===== config.mk =====
export PLATFORM = sky130hd
export DESIGN_NAME = tls_server_hello_extractor_flat
export DESIGN_NICKNAME = d
export VERILOG_FILES = /design/src/sv/tshe_pkg.sv /design/src/sv/tshe_if.sv /design/src/sv/tshe_parser.sv /design/src/sv/tls_server_hello_extractor.sv /design/src/flat_wrapper.sv
export SDC_FILE = /design/constraint.sdc
export NUM_CORES = 1
export LEC_CHECK = 0
export BUFFER_PORTS_ARGS = -buffer_cell sky130_fd_sc_hd__buf_2
export CORE_MARGIN = 1.5
export CORE_UTILIZATION = 35
export CTS_CLUSTER_DIAMETER = 50
export DETAILED_ROUTE_END_ITERATION = 10
export SLEW_MARGIN = 10
export SYNTH_ARGS = -nofsm -noshare
export SYNTH_HDL_FRONTEND = slang
export SYNTH_SLANG_ARGS = --single-unit

===== constraint.sdc =====
create_clock -name i_clk -period 11.38 [get_ports i_clk]
set_clock_uncertainty 0.1 [all_clocks]
set_input_delay 0.569 -clock i_clk [delete_from_list [all_inputs] [get_ports i_clk]]
set_output_delay 0.569 -clock i_clk [all_outputs]
set_load 0.02 [all_outputs]

===== src/sv/tshe_pkg.sv =====
// Package: status codes, segment layout constants and shared types.
`timescale 1ns / 1ps

package tshe_pkg;

    localparam int unsigned HDR_BYTES       = 9;
    localparam logic [7:0]  REC_HANDSHAKE   = 8'd22;
    localparam logic [7:0]  MSG_SERVERHELLO = 8'd2;
    localparam logic [15:0] POS_REC_KIND    = 16'd0;
    localparam logic [15:0] POS_MSG_KIND    = 16'd5;
    localparam logic [15:0] POS_LEN_FIRST   = 16'd6;
    localparam logic [15:0] POS_LEN_LAST    = 16'd8;
    localparam logic [15:0] POS_VER_MAJOR   = 16'd9;
    localparam logic [15:0] POS_VER_MINOR   = 16'd10;
    localparam logic [15:0] POS_SID_LEN     = 16'd43;

    typedef enum logic [2:0] {
        ST_FOUND     = 3'd0,
        ST_DISABLED  = 3'd1,
        ST_SHORT     = 3'd2,
        ST_NOT_HS    = 3'd3,
        ST_NOT_HELLO = 3'd4,
        ST_PARTIAL   = 3'd5
    } t_status;

    typedef struct packed {
        logic valid;
        logic last;
    } t_step;

    typedef struct packed {
        t_status     status;
        logic [15:0] hello_version;
        logic [15:0] chosen_cipher;
        logic [7:0]  chosen_compression;
    } t_result;

endpackage


===== src/sv/tshe_if.sv =====
// Channel interfaces: input word, result word and configuration write.
`timescale 1ns / 1ps

interface tshe_in_if;
    logic       valid;
    logic       ready;
    logic [7:0] payload_byte;
    logic       segment_end;

    modport source (output valid, payload_byte, segment_end, input ready);
    modport sink   (input valid, payload_byte, segment_end, output ready);
endinterface

interface tshe_out_if;
    logic        valid;
    logic        ready;
    logic [2:0]  status;
    logic [15:0] hello_version;
    logic [15:0] chosen_cipher;
    logic [7:0]  chosen_compression;

    modport source (output valid, status, hello_version, chosen_cipher,
                    chosen_compression, input ready);
    modport sink   (input valid, status, hello_version, chosen_cipher,
                    chosen_compression, output ready);
endinterface

interface tshe_cfg_if;
    logic valid;
    logic ready;
    logic data;

    modport source (output valid, data, input ready);
    modport sink   (input valid, data, output ready);
endinterface


===== src/sv/tshe_parser.sv =====
// Segment parser: byte counter, field captures and end-of-segment status.
`timescale 1ns / 1ps

module tshe_parser
    import tshe_pkg::*;
#(
    parameter int unsigned MAX_SEGMENT_BYTES = 65535
) (
    input  logic       i_clk,
    input  logic       i_rst_n,
    input  t_step      i_step,
    input  logic [7:0] i_byte,
    input  logic       i_enable,
    output t_result    o_result
);

    localparam logic [15:0] MaxPos = 16'(MAX_SEGMENT_BYTES);

    logic [15:0] r_pos, n_pos;
    logic [7:0]  r_rec, n_rec;
    logic [7:0]  r_msg, n_msg;
    logic [23:0] r_body, n_body;
    logic [15:0] r_ver, n_ver;
    logic [7:0]  r_sid, n_sid;
    logic [15:0] r_cipher, n_cipher;
    logic [7:0]  r_comp, n_comp;
    logic        r_comp_seen, n_comp_seen;

    logic        capture;
    logic [15:0] cpos;
    logic [24:0] need_len;
    t_status     status;

    always_comb begin
        capture     = r_pos < MaxPos;
        cpos        = POS_SID_LEN + 16'd1 + {8'd0, r_sid};
        n_pos       = r_pos;
        n_rec       = r_rec;
        n_msg       = r_msg;
        n_body      = r_body;
        n_ver       = r_ver;
        n_sid       = r_sid;
        n_cipher    = r_cipher;
        n_comp      = r_comp;
        n_comp_seen = r_comp_seen;
        if (capture) begin
            n_pos = r_pos + 16'd1;
            if (r_pos == POS_REC_KIND) begin
                n_rec = i_byte;
            end else if (r_pos == POS_MSG_KIND) begin
                n_msg = i_byte;
            end else if (r_pos >= POS_LEN_FIRST && r_pos <= POS_LEN_LAST) begin
                n_body = {r_body[15:0], i_byte};
            end else if (r_pos == POS_VER_MAJOR) begin
                n_ver = {i_byte, r_ver[7:0]};
            end else if (r_pos == POS_VER_MINOR) begin
                n_ver = {r_ver[15:8], i_byte};
            end else if (r_pos == POS_SID_LEN) begin
                n_sid = i_byte;
            end else if (r_pos == cpos) begin
                n_cipher = {i_byte, r_cipher[7:0]};
            end else if (r_pos == cpos + 16'd1) begin
                n_cipher = {r_cipher[15:8], i_byte};
            end else if (r_pos == cpos + 16'd2) begin
                n_comp      = i_byte;
                n_comp_seen = 1'b1;
            end
        end
    end

    always_comb begin
        need_len = 25'(HDR_BYTES) + {1'b0, n_body};
        if (!i_enable) begin
            status = ST_DISABLED;
        end else if (n_pos < 16'(HDR_BYTES)) begin
            status = ST_SHORT;
        end else if (n_rec != REC_HANDSHAKE) begin
            status = ST_NOT_HS;
        end else if (n_msg != MSG_SERVERHELLO) begin
            status = ST_NOT_HELLO;
        end else if ({9'd0, n_pos} < need_len) begin
            status = ST_PARTIAL;
        end else if (!n_comp_seen) begin
            status = ST_PARTIAL;
        end else begin
            status = ST_FOUND;
        end
        o_result.status = status;
        if (status == ST_FOUND) begin
            o_result.hello_version      = n_ver;
            o_result.chosen_cipher      = n_cipher;
            o_result.chosen_compression = n_comp;
        end else begin
            o_result.hello_version      = '0;
            o_result.chosen_cipher      = '0;
            o_result.chosen_compression = '0;
        end
    end

    always_ff @(posedge i_clk) begin
        if (!i_rst_n || (i_step.valid && i_step.last)) begin
            r_pos       <= '0;
            r_rec       <= '0;
            r_msg       <= '0;
            r_body      <= '0;
            r_ver       <= '0;
            r_sid       <= '0;
            r_cipher    <= '0;
            r_comp      <= '0;
            r_comp_seen <= 1'b0;
        end else if (i_step.valid) begin
            r_pos       <= n_pos;
            r_rec       <= n_rec;
            r_msg       <= n_msg;
            r_body      <= n_body;
            r_ver       <= n_ver;
            r_sid       <= n_sid;
            r_cipher    <= n_cipher;
            r_comp      <= n_comp;
            r_comp_seen <= n_comp_seen;
        end
    end

endmodule


===== src/sv/tls_server_hello_extractor.sv =====
// Top level: input register, parser and result register with handshakes.
//
//  channel  dir  payload                                                 
//  i_in     in   payload_byte[7:0], segment_end                          
//  o_out    out  status[2:0], hello_version, chosen_cipher, chosen_compression
//  i_cfg    in   data = analysis_enable                                  
//
// One word per cycle unless a held result stalls; the result word is registered.
// The parser register stage sets the rate: one byte updates the captures per clock.
// Synchronous active-low reset clears the segment state, enable and valids.
// A held result stalls only a last word; other words keep flowing behind it.
`timescale 1ns / 1ps

module tls_server_hello_extractor
    import tshe_pkg::*;
#(
    parameter int unsigned MAX_SEGMENT_BYTES = 65535
) (
    input  logic        i_clk,
    input  logic        i_rst_n,
    tshe_in_if.sink     i_in,
    tshe_out_if.source  o_out,
    tshe_cfg_if.sink    i_cfg
);

    logic       r_enable;
    logic       r_in_valid;
    logic [7:0] r_in_byte;
    logic       r_in_last;
    logic       s_fire;
    t_step      step;
    t_result    result;

    logic        r_out_valid;
    t_status     r_status;
    logic [15:0] r_version;
    logic [15:0] r_cipher;
    logic [7:0]  r_comp;

    assign i_cfg.ready = 1'b1;

    always_ff @(posedge i_clk) begin
        if (!i_rst_n) begin
            r_enable <= 1'b0;
        end else if (i_cfg.valid) begin
            r_enable <= i_cfg.data;
        end
    end

    assign s_fire     = r_in_valid && (!r_in_last || !r_out_valid || o_out.ready);
    assign i_in.ready = !r_in_valid || s_fire;
    assign step.valid = s_fire;
    assign step.last  = r_in_last;

    always_ff @(posedge i_clk) begin
        if (!i_rst_n) begin
            r_in_valid <= 1'b0;
        end else if (i_in.valid && i_in.ready) begin
            r_in_valid <= 1'b1;
        end else if (s_fire) begin
            r_in_valid <= 1'b0;
        end
    end

    always_ff @(posedge i_clk) begin
        if (i_in.valid && i_in.ready) begin
            r_in_byte <= i_in.payload_byte;
            r_in_last <= i_in.segment_end;
        end
    end

    tshe_parser #(
        .MAX_SEGMENT_BYTES(MAX_SEGMENT_BYTES)
    ) u_parser (
        .i_clk   (i_clk),
        .i_rst_n (i_rst_n),
        .i_step  (step),
        .i_byte  (r_in_byte),
        .i_enable(r_enable),
        .o_result(result)
    );

    always_ff @(posedge i_clk) begin
        if (!i_rst_n) begin
            r_out_valid <= 1'b0;
        end else if (s_fire && r_in_last) begin
            r_out_valid <= 1'b1;
        end else if (o_out.ready) begin
            r_out_valid <= 1'b0;
        end
    end

    always_ff @(posedge i_clk) begin
        if (s_fire && r_in_last) begin
            r_status  <= result.status;
            r_version <= result.hello_version;
            r_cipher  <= result.chosen_cipher;
            r_comp    <= result.chosen_compression;
        end
    end

    assign o_out.valid              = r_out_valid;
    assign o_out.status             = r_status;
    assign o_out.hello_version      = r_version;
    assign o_out.chosen_cipher      = r_cipher;
    assign o_out.chosen_compression = r_comp;

`ifndef NO_ASSERTIONS
    a_no_overwrite: assert property (@(posedge i_clk) disable iff (!i_rst_n)
        s_fire && r_in_last |-> !r_out_valid || o_out.ready)
        else $error("result register overwritten while held");

    a_result_source: assert property (@(posedge i_clk) disable iff (!i_rst_n)
        $rose(r_out_valid) |-> $past(s_fire && r_in_last))
        else $error("result appeared without a last word");

    a_zero_fields: assert property (@(posedge i_clk) disable iff (!i_rst_n)
        r_out_valid && r_status != ST_FOUND |->
            r_version == 16'd0 && r_cipher == 16'd0 && r_comp == 8'd0)
        else $error("fields nonzero on a status other than found");
`endif

endmodule

===== src/flat_wrapper.sv =====
// flat-port wrapper written by rule: the top's interface ports become plain ports
module tls_server_hello_extractor_flat import tshe_pkg::*;
#(
    parameter int unsigned MAX_SEGMENT_BYTES = 65535
)
  (i_clk, i_rst_n, i_in_valid, i_in_payload_byte, i_in_segment_end, i_in_ready, o_out_valid, o_out_status, o_out_hello_version, o_out_chosen_cipher, o_out_chosen_compression, o_out_ready, i_cfg_valid, i_cfg_data, i_cfg_ready);
  tshe_in_if i_in_i ();
  tshe_out_if o_out_i ();
  tshe_cfg_if i_cfg_i ();
  input  logic i_clk;
  input  logic i_rst_n;
  input wire logic [$bits(i_in_i.valid)-1:0] i_in_valid;
  input wire logic [$bits(i_in_i.payload_byte)-1:0] i_in_payload_byte;
  input wire logic [$bits(i_in_i.segment_end)-1:0] i_in_segment_end;
  output wire logic [$bits(i_in_i.ready)-1:0] i_in_ready;
  output wire logic [$bits(o_out_i.valid)-1:0] o_out_valid;
  output wire logic [$bits(o_out_i.status)-1:0] o_out_status;
  output wire logic [$bits(o_out_i.hello_version)-1:0] o_out_hello_version;
  output wire logic [$bits(o_out_i.chosen_cipher)-1:0] o_out_chosen_cipher;
  output wire logic [$bits(o_out_i.chosen_compression)-1:0] o_out_chosen_compression;
  input wire logic [$bits(o_out_i.ready)-1:0] o_out_ready;
  input wire logic [$bits(i_cfg_i.valid)-1:0] i_cfg_valid;
  input wire logic [$bits(i_cfg_i.data)-1:0] i_cfg_data;
  output wire logic [$bits(i_cfg_i.ready)-1:0] i_cfg_ready;
  assign i_in_i.valid = i_in_valid;
  assign i_in_i.payload_byte = i_in_payload_byte;
  assign i_in_i.segment_end = i_in_segment_end;
  assign i_in_ready = i_in_i.ready;
  assign o_out_valid = o_out_i.valid;
  assign o_out_status = o_out_i.status;
  assign o_out_hello_version = o_out_i.hello_version;
  assign o_out_chosen_cipher = o_out_i.chosen_cipher;
  assign o_out_chosen_compression = o_out_i.chosen_compression;
  assign o_out_i.ready = o_out_ready;
  assign i_cfg_i.valid = i_cfg_valid;
  assign i_cfg_i.data = i_cfg_data;
  assign i_cfg_ready = i_cfg_i.ready;
  tls_server_hello_extractor #(.MAX_SEGMENT_BYTES(MAX_SEGMENT_BYTES)) u_core (.i_clk(i_clk), .i_rst_n(i_rst_n), .i_in(i_in_i), .o_out(o_out_i), .i_cfg(i_cfg_i));
endmodule

==> results of run 1 <==
==> area by class of cell <==
class / instances / area share
clock buffer: 17 / 0.04077
clock inverter: 14 / 0.01607
inverter: 19 / 0.006835
multi-input combinational: 823 / 0.5060
sequential: 160 / 0.3568
tap: 341 / 0.04089
timing repair buffer: 65 / 0.03261
==> power by group <==
group           total, W  internal [W]  switching (W)
registers       0.000612      0.000595      0.0000169
logic          0.0000566     0.0000193      0.0000373
clock network   0.000591      0.000330       0.000261
total            0.00126      0.000945       0.000315
==> worst max-delay path: stages (launching register included) <==
cell and delay (ns):
dfxtp_1 0.55, inv_1 0.16, ha_1 0.27, o31a_2 0.41
nor3_4 0.63, a21o_1 0.24, ha_1 0.24, a21o_1 0.21
nand4_1 0.31, or3_1 0.41, nand3_1 0.08, o21ai_0 0.11
ha_1 0.32, a21o_1 0.11, a21o_1 0.14, nor3_1 0.06
o21ai_0 0.07, a31oi_1 0.07, nor4_1 0.52, o2111a_1 0.35
nand3_4 0.48, nor2_1 0.29
==> per-layer routing <==
layer  vias up  global-route usage  share of wire  routed length (µm)
met5         -                   0              0                   0
met4         0             0.05601          0.019                 448
met3        32             0.03498          0.044                1034
met2       205              0.2764           0.46               10840
met1      3683              0.2279           0.48               11410
li1       3844                   -              -                   -
==> sequential cells by signal, summed over array words and instances (netlist names), 3 cells and up <==
| name | count |
|---|---|
| u_core.u_parser.r_body | 24 |
| u_core.o_out.chosen_cipher | 16 |
| u_core.o_out.hello_version | 16 |
| u_core.u_parser.r_cipher | 16 |
| u_core.u_parser.r_pos | 16 |
| u_core.u_parser.r_ver | 16 |
| u_core.o_out.chosen_compression | 8 |
| u_core.r_in_byte | 8 |
| u_core.u_parser.r_comp | 8 |
| u_core.u_parser.r_msg | 8 |
| u_core.u_parser.r_rec | 8 |
| u_core.u_parser.r_sid | 8 |
| u_core.o_out.status | 3 |
==> Yosys cell counts (all sizes together) (9+ instances only) <==
master / count
nor3: 20
a21oi: 65
clkbuf: 49
buf: 40
xor2: 22
inv: 18
nor2: 156
nand3: 32
and3: 19
mux2i: 104
nor2b: 11
nand4: 22
xnor2: 34
o21ai: 46
nor4: 13
a21o: 9
ha: 24
edfxtp: 52
dfxtp: 108
nand2: 133
a31oi: 10
==> worst paths after layout <==
path         slack [ns]  cells past startpoint                       endpoint
max reg2reg        5.05                     21  u_core.o_out.chosen_cipher[2]
min reg2reg        0.38                      2      u_core.u_parser.r_ver[15]
max                5.05                     21  u_core.o_out.chosen_cipher[2]
min                0.21                      1            u_core.r_in_byte[4]
==> kinds of logic after synthesis <==
group / Yosys count / synth area share
buffers and inverters: 108 / 0.05171
adder cells (fa/ha/maj): 24 / 0.03166
XOR/XNOR: 57 / 0.05408
AO/OA/AOI/OAI: 184 / 0.1204
AND/OR/NAND/NOR: 449 / 0.2347
flip-flops: 160 / 0.3926
multiplexers: 108 / 0.1145
other: 1 / 0.0003953
==> stage by stage <==
| stage | utilization | setup slack (ns) | cell area, µm² |
|---|---|---|---|
| 2_1_floorplan | - | 6.403 | 9485 |
| 3_3_place_gp | 0.3672 | 5.371 | 9842 |
| 3_5_place_dp | 0.3672 | 5.192 | 9842 |
| 4_1_cts | 0.3894 | 5.168 | 10440 |
| 5_1_grt | 0.3894 | 4.566 | 10440 |
| 6_report | 0.3894 | 5.049 | 10440 |
==> impl_metrics.ini, run 1 <==
[cts]
h-tree-depth = 4
numCtsBuffers = 17
cts_setup_buffers = 0
clk_pin_slew_worst_paths_ns = 0.07
cts_buffer_depth = 2
cts_tree = yes
clk_latency_ns = 0.43
cts.repair.resized = 0
cts_root_buffer = clkbuf_16
cts_hold_buffers = 0
clock_sinks = 160

[sta]
worst_pin_slew_ns = 1.110
finalHoldViolCount = 0
finalSetupViolations = 0
finalSetupTns_ns = 0
slew_viol_final = 0
slew_headroom = 0.2603
fin_crit_ns = 6.331
finalCritPeriodShare = 0.5563
fmax_mhz = 158.0
fin_hold_ws_ns = 0.2125
rsz0062_at_grt = false

[final_layout]
drive_gt1_frac = 0.1384
areaGrowthSynthToFinish_pct = 10.01
nFillCells = 2671
final_cell_mix = 132 x nand2_1, 127 x nor2_1, 108 x dfxtp_1, 104 x mux2i_1, 65 x a21oi_1
fin_nets = 1125
diodes = 0
ff_latch_area_um2 = 3724
final_cells = 1439
final_common_cell = nand2_1
multi_input_area_um2 = 5280

[routing]
drt_iter0_markers = 637
ant_nets = 0
viasPerCell = 5.395
drc = 0
wl_per_cell_um = 16.49
first_pass_iters = 7
wl_um = 23730
num_vias = 7764

[synth]
yosysSeqAreaShare = 0.3926
synth_edf_count = 52
ys.flop_type = dfxtp_1
synth-warning-count = 0
syn_area_um2 = 9485
yosys.area.top_type_share = 0.2279
syn-instance-count = 1091
ys_top_cells_by_area = dfxtp_1 23%, edfxtp_1 16%, mux2i_1 11%
synth.avg_cell_area_um2 = 8.694
synthArstFlopShare = 0
synth_fp_nets = 1130
yosysTopAreaCell = dfxtp_1
synth_seq_cells = 160
ys_types = 80

[floorplanning]
num_io_pins = 61
rows = 60
start_util = 0.3539
die_x_um = 167.6
core-area_um2 = 26800
die_area_um2 = 28100
die_y_um = 167.6

[outcome]
status = finished clean

[global_route]
grt_max_degree = 106
grt_pass1_vias = 7303
grtUsageTotal = 0.1710
overflow = 0
antenna_found_initial = 0
grt_pass1_wl_um = 38740

[setup_path]
r2r_start = u_core.u_parser.r_pos[1]
crit_path_start = u_core.u_parser.r_pos[1]
critPathMaxFanout = 40
critPathLaunchType = flip-flop
crit_arrival_ns = 6.50
required_ns = 11.55
cp-end-kind = flip-flop
path_class = reg -> reg

[place]
dp.cells = 1408
place.gp.congestion = 0.8993
io_buffers = 59
dp_hpwl_um = 15960

[pwr]
ir_drop_mv = 0.09090
finalPower_w = 0.001260
p_leak_nw = 3.893
power_density_nw_per_um2 = 120.7

[min_path]
hold_class = in -> reg
hp-start = i_in_payload_byte[4]

[run]
maxCapViolCount = 0
No activity file was read; power rests on OpenSTA's default activity.
==> run 2, diff against run 1 <==
--- a/config.mk
+++ b/config.mk
@@ -5,6 +5,7 @@
 export SDC_FILE = /design/constraint.sdc
 export NUM_CORES = 1
 export LEC_CHECK = 0
+export ABC_AREA = 1
 export BUFFER_PORTS_ARGS = -buffer_cell sky130_fd_sc_hd__buf_2
 export CORE_MARGIN = 1.5
 export CORE_UTILIZATION = 35
==> constraint.sdc (replaced) <==
create_clock -name i_clk -period 5.3 [get_ports i_clk]
set_clock_uncertainty 0.1 [all_clocks]
set_input_delay 0.265 -clock i_clk [delete_from_list [all_inputs] [get_ports i_clk]]
set_output_delay 0.265 -clock i_clk [all_outputs]
set_load 0.02 [all_outputs]
==> run 2 against run 1 <==
Effect of this change: synthesized cell count is 18% higher; setup slack lost 4.6 ns; die area grew 3.1%; combinational power grew to 8.9 times the previous value; largest cell class unchanged; power up 150%; critical path depth increased by 11; routed wire length increased by 3.6%.
==> impl_metrics.ini, run 2 <==
[outcome]
status = finished clean

[synth]
syn_area_um2 = 9783
yosysTopAreaCell = dfxtp_1
yosysSeqAreaShare = 0.3806
synth.avg_cell_area_um2 = 7.596
synth_top_cells_by_count = 219 x nand2_1, 212 x inv_1, 119 x nor2_1
synthArstFlopShare = 0
syn-instance-count = 1288
yosys.area.top_type_share = 0.2210
synth-warning-count = 0
ys_top_cells_by_area = dfxtp_1 22%, edfxtp_1 16%, nand2_1 8.4%
synth_seq_cells = 160
post-synth-top-count-cell = nand2_1
synth_fp_nets = 1327
ys_types = 46
ys.flop_type = dfxtp_1
synth_edf_count = 52

[routing]
num_vias = 8285
ant_nets = 0
viasPerCell = 4.772
wl_per_cell_um = 14.16
drt_iter0_markers = 560
first_pass_iters = 5
wl_um = 24580
drc = 0

[setup_path]
required_ns = 5.51
critPathMaxFanout = 19
critPathLaunchType = flip-flop
cp-end-kind = flip-flop
worst_path_most_repeated_cell = nand2_1
path_class = reg -> reg
crit_arrival_ns = 5.06
slowest_stage = dfxtp_1
slowest_delay_ns = 0.47

[cts]
clk_latency_ns = 0.43
clk_pin_slew_worst_paths_ns = 0.07
clock_sinks = 160
h-tree-depth = 4
cts_buffer_depth = 2
numCtsBuffers = 17
cts_tree = yes
cts_root_buffer = clkbuf_16

[sta]
finalSetupViolations = 0
slew_headroom = 0.3043
finalSetupTns_ns = 0
slew_viol_final = 0
worst_pin_slew_ns = 1.040
finalCritPeriodShare = 0.9160
rsz0062_at_grt = false
finalHoldViolCount = 0
fmax_mhz = 206.0
fin_crit_ns = 4.855

[global_route]
grt_pass1_vias = 7552
grtUsageTotal = 0.1739
overflow = 0
antenna_found_initial = 0
grt_max_degree = 94
grt_pass1_wl_um = 39160

[floorplanning]
rows = 61
start_util = 0.3541
core-area_um2 = 27630
num_io_pins = 61
die_area_um2 = 28960
die_y_um = 170.2
die_x_um = 170.2

[final_layout]
postLayoutCellArea_um2 = 11150
areaGrowthSynthToFinish_pct = 13.95
drive_gt1_frac = 0.1598
top_register = u_core.u_parser.r_body
fin_nets = 1384
final_cells = 1736
final_cell_mix = 218 x nand2_1, 209 x inv_1, 119 x nor2_1, 107 x dfxtp_1, 106 x o21ai_0
largest_register_ffs = 24
diodes = 0
final_common_cell = nand2_1

[place]
place.gp.congestion = 0.9067
io_buffers = 59
dp_hpwl_um = 17190
dp.cells = 1692
dpl_cell_area_um2 = 10430

[pwr]
power_density_nw_per_um2 = 279.4
p_leak_nw = 4.952
finalPower_w = 0.003115
ir_drop_mv = 0.2204

[min_path]
hold_class = in -> reg

[run]
maxCapViolCount = 0
-- run 2: cell families after synthesis --
family          synth area share
simple gates              0.2810
xor+xnor                 0.03760
other cells            0.0003833
flops                     0.3806
buf+inv                   0.1132
compound gates            0.1320
mux                      0.02456
fa+ha+maj                0.03069
-- run 2: area by class of cell --
class                   instances  area [µm²]
clock inverters                15       166.4
flip-flops and latches        160        3725
repair buffers                 88       573.1
inverters                     216       810.8
multi-input cells             862        4975
clock buffers                  17       425.4
well taps                     378       473.0
fillers                      2856       16480
-- run 2: layer usage --
metal,global-route usage,wire length [µm]
met4,0.05271,368
met3,0.02512,922
met5,0,0
met1,0.2297,11750
met2,0.2929,11530
-- run 2: final timing paths --
| kind | startpoint | end | cells past startpoint | slack (ns) |
|---|---|---|---|---|
| worst max-delay path | u_core.u_parser.r_pos[0] | u_core.o_out.chosen_cipher[0] | 32 | 0.45 |
| worst min-delay path | i_rst_n | u_core.o_out.valid | 3 | 0.02 |
| worst max register to register | u_core.u_parser.r_pos[0] | u_core.o_out.chosen_cipher[0] | 32 | 0.45 |
| worst min register to register | u_core.u_parser.r_comp[6] | u_core.u_parser.r_comp[6] | 2 | 0.36 |
-- run 2: repair_timing --
item | 4_1_cts | 5_1_grt
setup endpoints to repair | 0 | 41
hold endpoints to repair | 9 | 0
buffers inserted | 0 | 3
resized for setup | 0 | 2
hold buffers | 9 | 0
-- run 2: through the flow --
step                hold WS [ns]  utilization  setup slack (ns)
global placement          0.3440       0.3776            0.3694
detailed placement        0.3449       0.3776            0.2161
CTS                    0.0006788       0.4023            0.1787
global route             0.03030       0.4035          0.001015
finish                   0.02087       0.4035            0.4451
floorplan                 0.2639            -             1.322
-- run 2: critical path: cells and delay by family, from the launching register on --
kind | cells | cell delay, ns
and+or+nand+nor | 26 | 2.74
adders and majority gates | 3 | 0.82
DFF | 1 | 0.47
buffers and inverters | 1 | 0.25
AOI/OAI and AO/OA | 1 | 0.17
xor gates and xnor gates | 1 | 0.16
-- run 2: report_power, final --
part | leakage [nW] | switching, W | total, W | internal [W]
combinational | 3.28 | 0.000341 | 0.000503 | 0.000162
clock | 0.288 | 0.000582 | 0.00125 | 0.000673
sequential | 1.38 | 0.0000399 | 0.00136 | 0.00132
total | 4.95 | 0.000963 | 0.00311 | 0.00215
